File: src/hdl/cbr_pkg.sv
`default_nettype none

package cbr_pkg;

  // default geometry
  localparam int KERNEL_SIZE_DEF  = 5;
  localparam int IMAGE_WIDTH_DEF  = 32;
  localparam int IMAGE_HEIGHT_DEF = 32;

  // field widths
  localparam int IDX_W     = 5;
  localparam int COEF_W    = 18;
  localparam int PIX_W     = 8;
  localparam int FEAT_W    = 31;
  localparam int POS_OUT_W = 5;
  // wide enough for any row or column counter plus a sign-free difference
  localparam int POS_W     = 9;
  // unsigned pixel (with a zero sign bit) times signed coefficient
  localparam int PROD_W    = PIX_W + 1 + COEF_W;

  localparam logic [FEAT_W-1:0] FEATURE_MAX = '1;

  typedef enum logic [1:0] {
    OP_PIXEL  = 2'd0,
    OP_WEIGHT = 2'd1,
    OP_BIAS   = 2'd2
  } cbr_op_e;

  typedef struct packed {
    logic [POS_OUT_W-1:0] out_row;
    logic [POS_OUT_W-1:0] out_col;
    logic                 map_done;
  } cbr_tag_t;

  typedef struct packed {
    logic [FEAT_W-1:0]    feature;
    logic [POS_OUT_W-1:0] out_row;
    logic [POS_OUT_W-1:0] out_col;
    logic                 map_done;
  } cbr_result_t;

endpackage

`default_nettype wire

File: src/hdl/cbr_skid.sv
`default_nettype none

module cbr_skid import cbr_pkg::*; (
  input  wire logic        clk_i,
  input  wire logic        rst_ni,
  input  wire logic        s_valid_i,
  output logic             s_ready_o,
  input  wire cbr_result_t s_data_i,
  output logic             m_valid_o,
  input  wire logic        m_ready_i,
  output cbr_result_t      m_data_o
);

  logic        m_valid_q, skid_valid_q;
  cbr_result_t m_data_q, skid_data_q;
  logic        s_fire, m_load;

  assign s_ready_o = !skid_valid_q;
  assign s_fire    = s_valid_i && !skid_valid_q;
  assign m_load    = !m_valid_q || m_ready_i;

  always_ff @(posedge clk_i or negedge rst_ni) begin
    if (!rst_ni) begin
      m_valid_q    <= 1'b0;
      skid_valid_q <= 1'b0;
    end else if (m_load) begin
      m_valid_q    <= skid_valid_q || s_fire;
      skid_valid_q <= 1'b0;
    end else if (s_fire) begin
      skid_valid_q <= 1'b1;
    end
  end

  always_ff @(posedge clk_i) begin
    if (m_load) begin
      m_data_q <= skid_valid_q ? skid_data_q : s_data_i;
    end else if (s_fire) begin
      skid_data_q <= s_data_i;
    end
  end

  assign m_valid_o = m_valid_q;
  assign m_data_o  = m_data_q;

endmodule

`default_nettype wire

File: config.mk
export PLATFORM = sky130hd
export DESIGN_NAME = cbr_skid
export DESIGN_NICKNAME = d
export VERILOG_FILES = /design/src/hdl/cbr_pkg.sv /design/src/hdl/cbr_skid.sv
export SDC_FILE = /design/constraint.sdc
export NUM_CORES = 1
export LEC_CHECK = 0
export BUFFER_PORTS_ARGS = -buffer_cell sky130_fd_sc_hd__buf_2
export CAP_MARGIN = 40
export CORE_MARGIN = 1.5
export CORE_UTILIZATION = 55
export CTS_CLUSTER_DIAMETER = 50
export DETAILED_ROUTE_END_ITERATION = 6
export HOLD_SLACK_MARGIN = 0.03
export MAX_ROUTING_LAYER = met4
export PLACE_DENSITY = 0.86
export SYNTH_ARGS = -nofsm -noshare
export SYNTH_HDL_FRONTEND = slang
export SYNTH_SLANG_ARGS = --single-unit
File: constraint.sdc
create_clock -name clk_i -period 15.8 [get_ports clk_i]
set_input_delay 1.58 -clock clk_i [delete_from_list [all_inputs] [get_ports clk_i]]
set_output_delay 1.58 -clock clk_i [all_outputs]
set_load 0.005 [all_outputs]
# Word level (Yosys, flattened, before mapping)
# Cells that the tools add are included.
# W data, S select, Z words.
# word_totals
register_bits	86
latchBits	0
ramBits	0
romBits	0
in_bits	46
output_inout_bits	44
elab_cells	21
n_memories	0
# op_classes
addsub	0
mul	0
div	0
magnitude_cmp	0
eq_ne	0
n_shift	0
muxes	3
bitwise	1
reduce_logical	7
# op_table
operator	count
$mux W42	1
$logic_not A1 Y1	2
$logic_or A1 B1 Y1	2
$mux W1	2
$reduce_and A2 Y1	1
$reduce_bool A2 Y1	1
$logic_and A1 B1 Y1	1
$not A1 Y1	1

# Depth between registers and ports, before layout
# logic_depth
depth_word	4
depth_mapped	4
ltp_nobuf	2

# Least setup slack after synthesis
# Ideal clock, no wire load.
# synth_timing
kind	in2reg
startpoint	input m_ready_i
endpoint	register skid_data_q[0] in the netlist's numbering (enable)
setup_time_ns	0.502
arrival_time_ns	5.841
required_time_ns	15.298
setup_slack_ns	9.457
cell_stages	2
path_cell_list	nand2b_1 > nor3b_1
# synth_via
elab_chain_len	3
# synth_rtl
item	line_no	source
from (decl)	cbr_skid.sv:10	input wire logic m_ready_i,
$logic_or A1 B1 Y1	cbr_skid.sv:20	assign m_load = !m_valid_q || m_ready_i;
$not A1 Y1 (no source line)	n/a	
$reduce_and A2 Y1 (no source line)	n/a	
to (signal assigned)	cbr_skid.sv:38	skid_data_q <= s_data_i;
to (decl)	cbr_skid.sv:15	cbr_result_t m_data_q, skid_data_q;
# Every way passes these cells.
# A chain may end at the register's enable or synchronous reset.

# Worst setup path in the final report
# layout_timing
startpoint	input m_ready_i
endpoint	register skid_data_q[7] in the netlist's numbering (enable)
# layout_via
elab_chain_len	3
# layout_rtl
item	line_no	source
$logic_or A1 B1 Y1	cbr_skid.sv:20	
via m_load	cbr_skid.sv:16	logic s_fire, m_load;
$not A1 Y1 (no source line)	n/a	
$reduce_and A2 Y1 (no source line)	n/a	
# The timed path passes the listed nets, and every way through them passes these cells.

==> results.md <==
- Clk buf depth: 2
- Worst setup EP type: register
- Net Count, Synth: 185
- Fin util: 67.45%
- Largest family of logic cells by synthesized area: multiplexers
- Cell depth of the worst flop-to-flop path: 4
- Layout cells sized above 1: 60.33%
- Crit-path cells: buf_2 -> nand2b_2 -> buf_12 -> nor3b_2 -> buf_4
- Hold_sp: skid_data_q[16]
- Final Skew: 0.007498 ns
- Post-CTS setup buffer count: 0
- Final hold viol count: 0
- Crit path buffers/inverters: 3
- # H-tree levels: 3
- XOR/XNOR Fraction of Synth Area: 0%
- Syn Inst Count: 139
- RSZ-0062 raised after global routing: no
- Hold depth: 1
- Worst r2r src: m_valid_o
- Final min period: 3.070 ns
- Die width: 80.45 um
- Fin. max-slew vios: 0
- Nets: 283
- Final antenna-violating net count: 0
- Starting DRC count in detailed routing: 146
- I/O pins: 90
- Via count: ~1,600
- DR vias/cell: between 4 and 5
- R2R Setup Slk: between 10 and 15 ns
- Fin crit share: 19.43%
- Hold slack: about 0.55 ns
- Critical Path Start: m_ready_i
- FMAX: 325.8 MHz
- Status: finished clean
- Synth Area in Adders: 0%
- Mux contribution to synthesized area: 18.54%
- Skew-Pair Late Insertion Delay: 0.34 ns
- CTS tree: yes
- Slew margin rel.: 50.58%
- DRT Pass-1 Iters: 4
- Average size of a mapped cell: approximately 24 sq um
- Worst slew pin tran: about 0.74 ns
- Final WL: 4943 um
- Setup crit start kind: input pin
- Row Count: 28
- IO Port Bufs: between 80 and 90
- Arrival time worst endpoint: 3.05 ns
- Final setup violation count: 0
- Post-CTS Hold Fix Bufs: 0
- #FFs+latches synth: 86
- First-pass GRT wire length: roughly 7500 um
- Root Buffer: clkbuf_8
- HP Class: register to register
- CP delay by family, top: buffers and inverters
- Max cap viols: 0
- CORE AREA: 0.005851 sq mm
- Post-DP HPWL: 3327 um
- WL/cell: 15.59 um
- All-Layer GR Usage: ~17%
- Placer Congestion: 0.7597
- Mapped Area: 0.003299 sq mm
- Grt total ovfl: 0
- Cts repair resizes: 0
- CP max stage delay: between 0.4 and 0.5 ns
- Initial antenna violation count: 0
- Pwr Total: 444.9 uW
- Area added between synthesis and finish: 19.61%
- Post-synthesis compound-gate area fraction: 0%
- Critical setup path kind: input pin to register
- Cell count along the critical path: 5
- PwrDens: approximately 110 mW/mm^2
- Yosys cell types: 12
- Max VDD drop: ~0.056 mV
- Diode count: 0
- Required time worst endpoint: 15.78 ns
- Largest net degree at the start of global routing: between 40 and 50
- CTS Buf Count: 9
- Chip height: 80.45 um
- Setup_tns: 0 ns
- Synth Warn #: 0
- Initial Util: between 50% and 60%
- CP max-delay cell: buf_4
- Most frequent cells in the layout: buf_2 (89), edfxtp_1 (84), mux2_4 (37)
- Clock transition at the registers of the reported paths: 0.08 ns
- Clock sinks: 86
- Vias in the first global route: 1,434
- Leakage power: 0.001580 uW
- Worst-path maximum fanout: 42
- Commonest non-fill, non-tap cell in the layout: buf_2
- Post-Synth Simple-Gate Area: 0.7584%
- Post-route DRC: 0
- Die area: 0.006472 sq mm
- Register area share after synthesis: ~80%
path summary, 6_finish.rpt:
path / end
worst max-delay path: skid_data_q[7]
worst min-delay path: m_data_o[16]
worst max register to register: skid_data_q[7]
worst min register to register: m_data_o[16]
max in group asynchronous: skid_valid_q
min in group asynchronous: skid_valid_q
power by group:
group	switching (uW)	total [uW]	internal (uW)
Combinational	21.2	47.5	26.4
Clock	68.0	124	55.9
Sequential	3.81	273	270
Total	93.0	445	352
routing by layer:
layer | routed length, um | GRT usage, % | vias to the layer above
met2 | 2402 | 23.19 | 57
met3 | 296 | 4.432 | 11
met1 | 2132 | 23.00 | 768
li1 | - | - | 745
met5 | 0 | - | -
met4 | 112 | 10.00 | 0
cell usage after synthesis:
master / instances / area (sq um)
nand2b_1: 1 / 6.260
mux2_2: 5 / 56.30
dfrtp_1: 2 / 50.05
inv_1: 1 / 3.750
mux2_4: 37 / 555.5
buf_6: 1 / 11.26
nand2_1: 1 / 3.750
nor3b_1: 1 / 7.510
buf_8: 1 / 15.01
edfxtp_1: 84 / 2522
buf_12: 3 / 60.06
nor2_1: 2 / 7.510
flip-flops by register name (all words and copies together) (netlist names):
signal        flops
skid_valid_q      1
skid_data_q      42
m_valid_o         1
m_data_o         42
cells by family after synthesis:
group / count (synthesis)
mux: 42
flops: 86
buf+inv: 6
simple gates: 5
layout make-up:
type | instances | area, sq um
Timing Repair Buffer | 92 | 480.5
Sequential cell | 86 | 2574
Tap cell | 75 | 93.84
Clock inverter | 3 | 11.26
Inverter | 1 | 3.754
Fill cell | 390 | 1904
Multi-Input combinational cell | 47 | 644.4
Clock buffer | 13 | 138.9
stage by stage:
step / std cells / instance area [sq um] / setup slack [ns]
2_1_floorplan: 139 / 3299 / 9.457
3_3_place_gp: 300 / 3776 / 12.22
3_5_place_dp: 301 / 3796 / 12.35
4_1_cts: 317 / 3946 / 12.73
5_1_grt: 317 / 3946 / 12.64
6_report: 317 / 3946 / 12.73
Power figures use the tool's default switching activity.
