### config.mk
export PLATFORM = sky130hd
export DESIGN_NAME = cbr_sum
export DESIGN_NICKNAME = d
export VERILOG_FILES = /design/src/hdl/cbr_pkg.sv /design/src/hdl/cbr_sum.sv
export SDC_FILE = /design/constraint.sdc
export NUM_CORES = 1
export LEC_CHECK = 0
export ABC_CLOCK_PERIOD_IN_PS = 6600
export BUFFER_PORTS_ARGS = -buffer_cell sky130_fd_sc_hd__buf_2
export CAP_MARGIN = 20
export CORE_AREA = 2 2 295 297
export DETAILED_ROUTE_END_ITERATION = 8
export DIE_AREA = 0 0 297 299
export GPL_TIMING_DRIVEN = 1
export SETUP_SLACK_MARGIN = 0.02
export SLEW_MARGIN = 10
export SYNTH_ARGS = -nofsm -noshare
export SYNTH_HDL_FRONTEND = slang
export SYNTH_SLANG_ARGS = --single-unit
### constraint.sdc
create_clock -name clk_i -period 6.6 [get_ports clk_i]
set_clock_uncertainty 0.15 [all_clocks]
set_input_delay 0.99 -clock clk_i [delete_from_list [all_inputs] [get_ports clk_i]]
set_output_delay 0.99 -clock clk_i [all_outputs]
set_load 0.05 [all_outputs]
### src/hdl/cbr_pkg.sv
`default_nettype none

package cbr_pkg;

  // default geometry
  localparam int KERNEL_SIZE_DEF  = 5;
  localparam int IMAGE_WIDTH_DEF  = 32;
  localparam int IMAGE_HEIGHT_DEF = 32;

  // field widths
  localparam int IDX_W     = 5;
  localparam int COEF_W    = 18;
  localparam int PIX_W     = 8;
  localparam int FEAT_W    = 31;
  localparam int POS_OUT_W = 5;
  // wide enough for any row or column counter plus a sign-free difference
  localparam int POS_W     = 9;
  // unsigned pixel (with a zero sign bit) times signed coefficient
  localparam int PROD_W    = PIX_W + 1 + COEF_W;

  localparam logic [FEAT_W-1:0] FEATURE_MAX = '1;

  typedef enum logic [1:0] {
    OP_PIXEL  = 2'd0,
    OP_WEIGHT = 2'd1,
    OP_BIAS   = 2'd2
  } cbr_op_e;

  typedef struct packed {
    logic [POS_OUT_W-1:0] out_row;
    logic [POS_OUT_W-1:0] out_col;
    logic                 map_done;
  } cbr_tag_t;

  typedef struct packed {
    logic [FEAT_W-1:0]    feature;
    logic [POS_OUT_W-1:0] out_row;
    logic [POS_OUT_W-1:0] out_col;
    logic                 map_done;
  } cbr_result_t;

endpackage

`default_nettype wire

### src/hdl/cbr_sum.sv
`default_nettype none

module cbr_sum import cbr_pkg::*; #(
  parameter int KERNEL_SIZE = KERNEL_SIZE_DEF
) (
  input  wire logic                     clk_i,
  input  wire logic                     rst_ni,
  input  wire logic                     prod_valid_i,
  output logic                          prod_ready_o,
  input  wire logic signed [PROD_W-1:0] prod_i [KERNEL_SIZE*KERNEL_SIZE],
  input  wire logic signed [COEF_W-1:0] bias_i,
  input  wire cbr_tag_t                 tag_i,
  output logic                          res_valid_o,
  input  wire logic                     res_ready_i,
  output cbr_result_t                   res_o
);

  localparam int ROW_W   = PROD_W + $clog2(KERNEL_SIZE);
  localparam int ACC_RAW = ROW_W + $clog2(KERNEL_SIZE) + 1;
  localparam int ACC_W   = (ACC_RAW > FEAT_W + 1) ? ACC_RAW : FEAT_W + 1;

  // kernel-row sums
  logic                     c_valid_q;
  logic signed [ROW_W-1:0]  row_sum_q [KERNEL_SIZE];
  logic signed [ROW_W-1:0]  row_sum_d [KERNEL_SIZE];
  logic signed [COEF_W-1:0] c_bias_q;
  cbr_tag_t                 c_tag_q;

  // full sum with bias
  logic                     d_valid_q;
  logic signed [ACC_W-1:0]  acc_q, acc_d;
  cbr_tag_t                 d_tag_q;

  logic c_ready, d_ready;

  assign d_ready      = !d_valid_q || res_ready_i;
  assign c_ready      = !c_valid_q || d_ready;
  assign prod_ready_o = c_ready;

  always_comb begin
    for (int i = 0; i < KERNEL_SIZE; i++) begin
      row_sum_d[i] = '0;
      for (int j = 0; j < KERNEL_SIZE; j++) begin
        row_sum_d[i] = row_sum_d[i] + ROW_W'(prod_i[i*KERNEL_SIZE+j]);
      end
    end
  end

  always_comb begin
    acc_d = ACC_W'(c_bias_q);
    for (int i = 0; i < KERNEL_SIZE; i++) begin
      acc_d = acc_d + ACC_W'(row_sum_q[i]);
    end
  end

  always_ff @(posedge clk_i or negedge rst_ni) begin
    if (!rst_ni) begin
      c_valid_q <= 1'b0;
      d_valid_q <= 1'b0;
    end else begin
      if (c_ready) begin
        c_valid_q <= prod_valid_i;
      end
      if (d_ready) begin
        d_valid_q <= c_valid_q;
      end
    end
  end

  always_ff @(posedge clk_i) begin
    if (c_ready) begin
      row_sum_q <= row_sum_d;
      c_bias_q  <= bias_i;
      c_tag_q   <= tag_i;
    end
    if (d_ready) begin
      acc_q   <= acc_d;
      d_tag_q <= c_tag_q;
    end
  end

  // relu, then clamp to the top of the output range
  always_comb begin
    if (acc_q < 0) begin
      res_o.feature = '0;
    end else if (acc_q > $signed(ACC_W'(FEATURE_MAX))) begin
      res_o.feature = FEATURE_MAX;
    end else begin
      res_o.feature = acc_q[FEAT_W-1:0];
    end
    res_o.out_row  = d_tag_q.out_row;
    res_o.out_col  = d_tag_q.out_col;
    res_o.map_done = d_tag_q.map_done;
  end

  assign res_valid_o = d_valid_q;

endmodule

`default_nettype wire

After elaboration in Yosys (flattened, before gate mapping) --
Cells that the tools add are included. Widths: inputs -> output; s select.
Storage, ports and cells: latch bits 0, ROM bits 0, memory bits (writable) 0, bits of input ports 708, logic and storage cells 48, memories kept 0, output and inout bits 44, flip-flop bits (word level) 226
Cells by class: eq/ne operators 0, bitwise gates (word level) 0, $mul 0, order comparisons 2, reductions and logical operators 4, mux-type cells 2, shift-type cells 0, add/sub/neg operators 25, div/mod/pow operators 0
Operators by type and width (count):
- $add 29x27->30 | 5
- $add 30x27->30 | 5
- $add 28x27->29 | 5
- $add 27x27->28 | 5
- $mux 31 | 2
- $add 33x30->34 | 1
- $add 34x30->34 | 1
- $gt 34x32->1 const B | 1
- $lt 34x1->1 const B | 1
- $add 32x30->33 | 1
- $add 31x30->32 | 1
- $add 18x30->31 | 1
- $logic_not 1->1 | 2
- $logic_or 1x1->1 | 2

Longest topological paths before layout --
Gate-level depths: netlist of the first run.
word-level depth 5, gate-level depth with buffers 18, gate-level depth less buffers 18

Least setup slack after synthesis of the first run --
Ideal clock, no wire load.
kind in2reg, from input res_ready_i, to register c_bias_q[0], enable pin, data arrival time 5.308 ns, path buffers 0, stages on the path 1, data required time 4.434 ns, setup slack -0.874 ns, setup time 2.016 ns, cells stage by stage nand3b_1
Between the ends: longest elaborated chain between the ends 2
RTL lines:
- start: declaration | line cbr_sum.sv:14 | input wire logic res_ready_i,
- $logic_or 1x1->1 | line cbr_sum.sv:36 | assign d_ready = !d_valid_q || res_ready_i;
- $logic_or 1x1->1 | line cbr_sum.sv:37 | assign c_ready = !c_valid_q || d_ready;
- end signal: assignment | line cbr_sum.sv:73 | c_bias_q <= bias_i;
- end: declaration | line cbr_sum.sv:26 | logic signed [COEF_W-1:0] c_bias_q;
Every way passes these cells. A chain may end at the register's enable or synchronous reset.

==> metrics.md, run 1 <==
| Metric | Value |
|---|---|
| Area Overhead vs Synth | 18.9% |
| Number of enable flip-flop cells after synthesis | 224 |
| Status | complete, no violations |
| IO Pins | 752 |
| Main synth FF type | edfxtp_1 |
| Period utilization | 80.8% |
| First-pass GRT wire length | 130000 µm |
| Nets | 5743 |
| Post-CTS Setup Inserts | 0 |
| Top delay family on crit path | adder cells |
| #FFs+latches synth | 226 |
| CTS Buf Count | 28 |
| Pin count of the biggest net entering global routing | 68 |
| Placer Congestion | 0.910 |
| Most common cell on crit path | inv_1 |
| # rows | 108 |
| Core area | 85900 µm² |
| Post-CTS sizing | 0 |
| H-tree depth | 1 |
| Max Cap Viol | 0 |
| Inst Count DP | 5441 |
| Vias | 24714 |
| Tmin final | 5.33 ns |
| Non-filler cells, final | 5505 |
| Clock Latency Late Sink | 0.56 ns |
| Post-route setup TNS | 0 ns |
| RSZ-0062 raised after global routing | no |
| Final setup violation count | 0 |
| Routed WL | 83400 µm |
| Cell count after synthesis | 3567 |
| Critical-path top delay cell | fa_1 |
| Reg-to-reg startpoint | row_sum_q[92]$_DFFE_PP_ |
| Vias in the first global route | 25047 |
| YS warnings | 0 |
| Largest stage delay on the critical path | 0.55 ns |
| Place WS | 0.893 ns |
| Post-synth ARST share | 0.885% |
| Worst hold path class | primary input to async pin |
| Root Driver | clkbuf_16 |
| Crit path buf inv count | 5 |
| Mapped Area | 32200 µm² |
| Initial Util | 37.4% |
| Initial antenna violation count | 15 |
| CTS max path bufs | 3 |
| Vias/cell | 4.49 |
| Hold Slack | 0.0626 ns |
| Commonest cells after routing, fill and taps aside | inv_1, buf_2, fa_1, edfxtp_1, ha_1 |
| Port Buffers | 751 |
| Worst-path cell chain | buf_2 > inv_1 > fa_1 > inv_1 > fa_1 > inv_1 > fa_1 > inv_1 > ha_1 > nand3_1 > nor2_1 > nand4_1 > a31oi_1 > nand2_1 > o21ai_0 > a31oi_1 > xnor2_1 |
| Syn avg cell area | 9.02 µm² |
| Die W | 297 µm |
| Worst slew pin tran | 0.895 ns |
| Max Clock Freq | 0.187 GHz |
| Register clock-pin slew on the reported worst setup and hold paths | 0.06 ns |
| Launching element type of the critical path | primary input |
| Final ANT Viol Nets | 0 |
| DR WL/cell | 15.1 µm |
| DRT Pass-1 Iters | 5 |
| Layout cells sized above 1 | 19.2% |
| Critical path class | primary input to flip-flop |
| Critical path arrival | 5.49 ns |
| Grt ovf | 0 |
| Filler instances | 8628 |
| Post-synthesis sequential area ratio | 21.1% |
| Die height | 299 µm |
| Critical path fanouts, max | 7 |
| Slew Viols, Final | 0 |
| CP startpoint | prod_i[13] |
| Die area | 88800 µm² |
| Post-CTS Hold Buffers | 0 |
| Slew HR | 40.3% |
| DRT iter0 DRCs | 1312 |
| # DRC | 0 |
| Synthesized netlist net count | 4994 |
| Distinct cell type count after synthesis | 71 |
| Fin. Hold Viols | 0 |
| CTS tree | yes |
| Commonest non-fill, non-tap cell in the layout | inv_1 |
| Clk sinks | 226 |
| Worst setup EP type | flip-flop |
| Final WS setup | 1.27 ns |
| Worst EP required | 6.75 ns |
| Hpwl dp | 74900 µm |
| Total GRT Usage | 18.8% |
## cells in the mapped netlist, types with 4 or more instances
master / n / area (µm²)
o221ai_1: 4 / 35.0
o21a_1: 21 / 158
o211ai_1: 12 / 90.1
nand3_1: 29 / 145
o31ai_1: 6 / 45.0
or3_1: 6 / 37.5
inv_1: 1559 / 5850
nand2_1: 89 / 334
a21o_1: 92 / 691
o21bai_1: 17 / 128
xnor2_1: 106 / 928
o21ai_0: 75 / 375
a221o_1: 5 / 50.1
a31oi_1: 28 / 175
or2_2: 5 / 31.3
and3_1: 13 / 81.3
clkbuf_1: 31 / 116
nor2b_1: 9 / 56.3
o31a_1: 6 / 52.6
fa_1: 537 / 10800
xor2_1: 50 / 438
nor2_1: 147 / 552
o21ai_1: 10 / 50.1
a211oi_1: 16 / 120
ha_1: 182 / 2280
nor3_1: 11 / 55.1
a221oi_1: 4 / 35.0
nand2b_1: 21 / 131
nand4_1: 20 / 125
a21boi_0: 5 / 37.5
and2_1: 6 / 37.5
edfxtp_1: 224 / 6730
and4_1: 5 / 43.8
nor4_1: 4 / 25.0
a21oi_1: 145 / 726
a211o_1: 7 / 61.3
## area by class of cell
class	instances	area (µm²)	share of cell area, %
Clock inverter	13	153	0.399
Clock buffer	38	790	2.06
Antenna cell	13	32.5	0.0851
Sequential cell	226	6780	17.7
Timing Repair Buffer	756	3800	9.93
Multi-Input combinational cell	1745	19400	50.7
Inverter	1559	5850	15.3
Tap cell	1155	1450	3.78
## routing by layer
metal / vias up / global-route usage, % / share of wire (%)
li1: 11890 / - / -
met1: 12016 / 23.3 / 39
met2: 701 / 34.1 / 52
met3: 99 / 3.38 / 6.7
met4: 8 / 3.60 / 2.0
met5: - / 0 / 0.053
## metrics by stage
step                      utilization, %  instance area, µm²
after detailed placement            43.4               37300
after CTS                           44.5               38200
after floorplan                        -               32200
after global routing                44.5               38200
final                               44.5               38200
after global placement              43.4               37300
## registers in the layout (all words and copies together), names as in the netlist
register	cells
c_bias_q	18
row_sum_q	150
c_valid_q	1
res_o	11
res_valid_o	1
c_tag_q	11
acc_q	34
## cells by family after synthesis
group	synth area share (%)
AOI/OAI and AO/OA	10.2
xor gates and xnor gates	4.25
and+or+nand+nor	5.31
buffers and inverters	18.6
DFF	21.1
adders and majority gates	40.5
muxes	0.0311
## path summary, 6_finish.rpt
check	slack (ns)	end	cells past startpoint
min in group clk_i	0.27	res_o[0]$_DFFE_PP_	0
min	0.06	res_valid_o$_DFFE_PN0P_	1
min reg2reg	0.27	res_o[0]$_DFFE_PP_	0
max	1.27	row_sum_q[26]$_DFFE_PP_	17
max in group asynchronous	6.14	c_valid_q$_DFFE_PN0P_	1
max reg2reg	1.39	acc_q[30]$_DFFE_PP_	16
Power of run 1 is left out: the tool's default activity adds up to more than one toggle a clock period on the data nets, which glitch-free logic cannot reach.
==> run 2: changes to the inputs <==
--- a/config.mk
+++ b/config.mk
@@ -5,7 +5,7 @@
 export SDC_FILE = /design/constraint.sdc
 export NUM_CORES = 1
 export LEC_CHECK = 0
-export ABC_CLOCK_PERIOD_IN_PS = 6600
+export ABC_CLOCK_PERIOD_IN_PS = 4400
 export BUFFER_PORTS_ARGS = -buffer_cell sky130_fd_sc_hd__buf_2
 export CAP_MARGIN = 20
 export CORE_AREA = 2 2 295 297
==> constraint.sdc (replaced) <==
create_clock -name clk_i -period 4.4 [get_ports clk_i]
set_clock_uncertainty 0.15 [all_clocks]
set_input_delay 0.66 -clock clk_i [delete_from_list [all_inputs] [get_ports clk_i]]
set_output_delay 0.66 -clock clk_i [all_outputs]
set_load 0.05 [all_outputs]
==> metrics.md, run 2 (synthesis gave the netlist of run 1 again) <==
| Metric | Value |
|---|---|
| Status | complete, but fails checks |
| Failing checks | negative setup slack |
| Final setup violation count | 9 (+9) |
| Commonest non-fill, non-tap cell in the layout | inv_1 |
| Non-filler cells, final | 5866 (+6.6%) |
| Vias/cell | 4.42 (-1.6%) |
| Worst slew pin tran | 0.759 ns (-0.137 ns) |
| Placer Congestion | 0.904 (-0.70%) |
| Grt ovf | 0 (unchanged) |
| Final WS setup | -0.335 ns (-1.60 ns) |
| Hpwl dp | 76900 µm (+2.6%) |
| First-pass GRT wire length | 134000 µm (+3.0%) |
| Die height | 299 µm (unchanged) |
| Initial antenna violation count | 11 (-4) |
| DRT iter0 DRCs | 1283 (-2.2%) |
| CTS tree | yes |
| Clock Latency Late Sink | 0.57 ns (about the same) |
| H-tree depth | 1 (unchanged) |
| Inst Count DP | 5787 (+6.4%) |
| Slew HR | 49.4% (+9.1 points) |
| Worst hold path class | primary input to flip-flop |
| IO Pins | 752 (unchanged) |
| Initial Util | 37.4% (unchanged) |
| Vias | 25904 (+4.8%) |
| RSZ-0062 raised after global routing | yes |
| Root Driver | clkbuf_16 |
| # DRC | 0 (unchanged) |
| Largest Register | row_sum_q |
| # rows | 108 (unchanged) |
| Critical path fanouts, max | 2 (-5) |
| Largest stage delay on the critical path | 0.54 ns (about the same) |
| DR WL/cell | 14.7 µm (-2.8%) |
| Die W | 297 µm (unchanged) |
| Total GRT Usage | 19.2% (+0.47 points) |
| Clk sinks | 226 (unchanged) |
| CTS max path bufs | 3 (unchanged) |
| Final ANT Viol Nets | 0 (unchanged) |
| Nets | 6115 (+6.5%) |
| Max Clock Freq | 0.211 GHz |
| CTS Buf Count | 29 (+3.6%) |
| Critical path class | flip-flop to flip-flop |
| Max Cap Viol | 0 (unchanged) |
| Tmin final | 4.73 ns |
| Layout cells sized above 1 | 27.7% (+8.6 points) |
| Top delay family on crit path | adder cells |
| Launching element type of the critical path | flip-flop |
| Hold Slack | 0.114 ns (+0.0518 ns) |
| Commonest cells after routing, fill and taps aside | inv_1, buf_2, fa_1, buf_4, edfxtp_1 |
| Pin count of the biggest net entering global routing | 92 (+35%) |
| Biggest regs | row_sum_q x150, acc_q x34, c_bias_q x18 |
| Area Overhead vs Synth | 29.7% |
| Vias in the first global route | 26368 (+5.3%) |
| Post-route setup TNS | -0.895 ns (-0.895 ns) |
| Period utilization | 108% |
| Critical path arrival | 4.89 ns (-0.60 ns) |
| Core area | 85900 µm² (unchanged) |
| Critical-path top delay cell | fa_1 |
| Crit path buf inv count | 7 (+2) |
| Routed WL | 86400 µm (+3.6%) |
| DRT Pass-1 Iters | 5 (unchanged) |
| Slew Viols, Final | 0 (unchanged) |
| Most common cell on crit path | inv_2 |
| Register clock-pin slew on the reported worst setup and hold paths | 0.06 ns (about the same) |
| Worst setup EP type | flip-flop |
| Fin. Hold Viols | 0 (unchanged) |
| Die area | 88800 µm² (unchanged) |
| Max reg flops | 150 (unchanged) |
| Worst-path cell chain | inv_2 > fa_1 > inv_2 > fa_1 > inv_2 > fa_1 > inv_2 > ha_4 > inv_2 > fa_2 > nor2b_4 > o31a_1 > buf_4 > o21a_1 > o311ai_2 > buf_4 > a21oi_4 > or3_4 > a21oi_2 > xnor2_1 |
| Port Buffers | 751 (unchanged) |
| Worst EP required | 4.55 ns (-2.20 ns) |
==> run 2: cell type report <==
class                   instances  area, µm²
clock inverters                16        230
fillers                      8409      44200
diodes                          3       7.51
multi-input cells            1745      20000
well taps                    1155       1450
inverters                    1559       5860
flip-flops and latches        226       6780
repair buffers               1127       6650
clock buffers                  35        748
==> run 2: timing repair <==
item	CTS	global route
pin swaps	36	55
hold buffers	1	0
endpoints found under the setup margin	20	47
endpoints found under the hold margin	2	0
resized for setup	47	84
buffers inserted	11	15
==> run 2: final timing paths <==
path / from / endpoint / slack, ns / cells after the start
setup / recovery: row_sum_q[2]$_DFFE_PP_ / acc_q[32]$_DFFE_PP_ / -0.33 / 20
hold / removal: tag_i[8] / c_tag_q[8]$_DFFE_PP_ / 0.11 / 1
hold reg to reg: c_tag_q[4]$_DFFE_PP_ / res_o[4]$_DFFE_PP_ / 0.27 / 0
max in group asynchronous: rst_ni / res_valid_o$_DFFE_PN0P_ / 3.71 / 2
min in group asynchronous: rst_ni / c_valid_q$_DFFE_PN0P_ / 0.27 / 2
setup reg to reg: row_sum_q[2]$_DFFE_PP_ / acc_q[32]$_DFFE_PP_ / -0.33 / 20
==> run 2: metal layers <==
metal	up-vias	GRT usage, %	wire length, µm
met2	669	34.6	44600
li1	12611	-	-
met3	120	2.74	4710
met4	6	4.67	2320
met1	12498	24.3	34700
met5	-	0	34
==> run 2: through the flow <==
stage          instance area, µm²  setup WS [ns]  utilization, %
4_1_cts                     41300         -0.355            48.0
5_1_grt                     41700         -0.454            48.6
3_5_place_dp                40000         -0.657            46.6
6_report                    41700         -0.335            48.6
3_3_place_gp                40000         -0.672            46.6
2_1_floorplan               32300          -2.75               -
Power of run 2 is left out for the same reason.
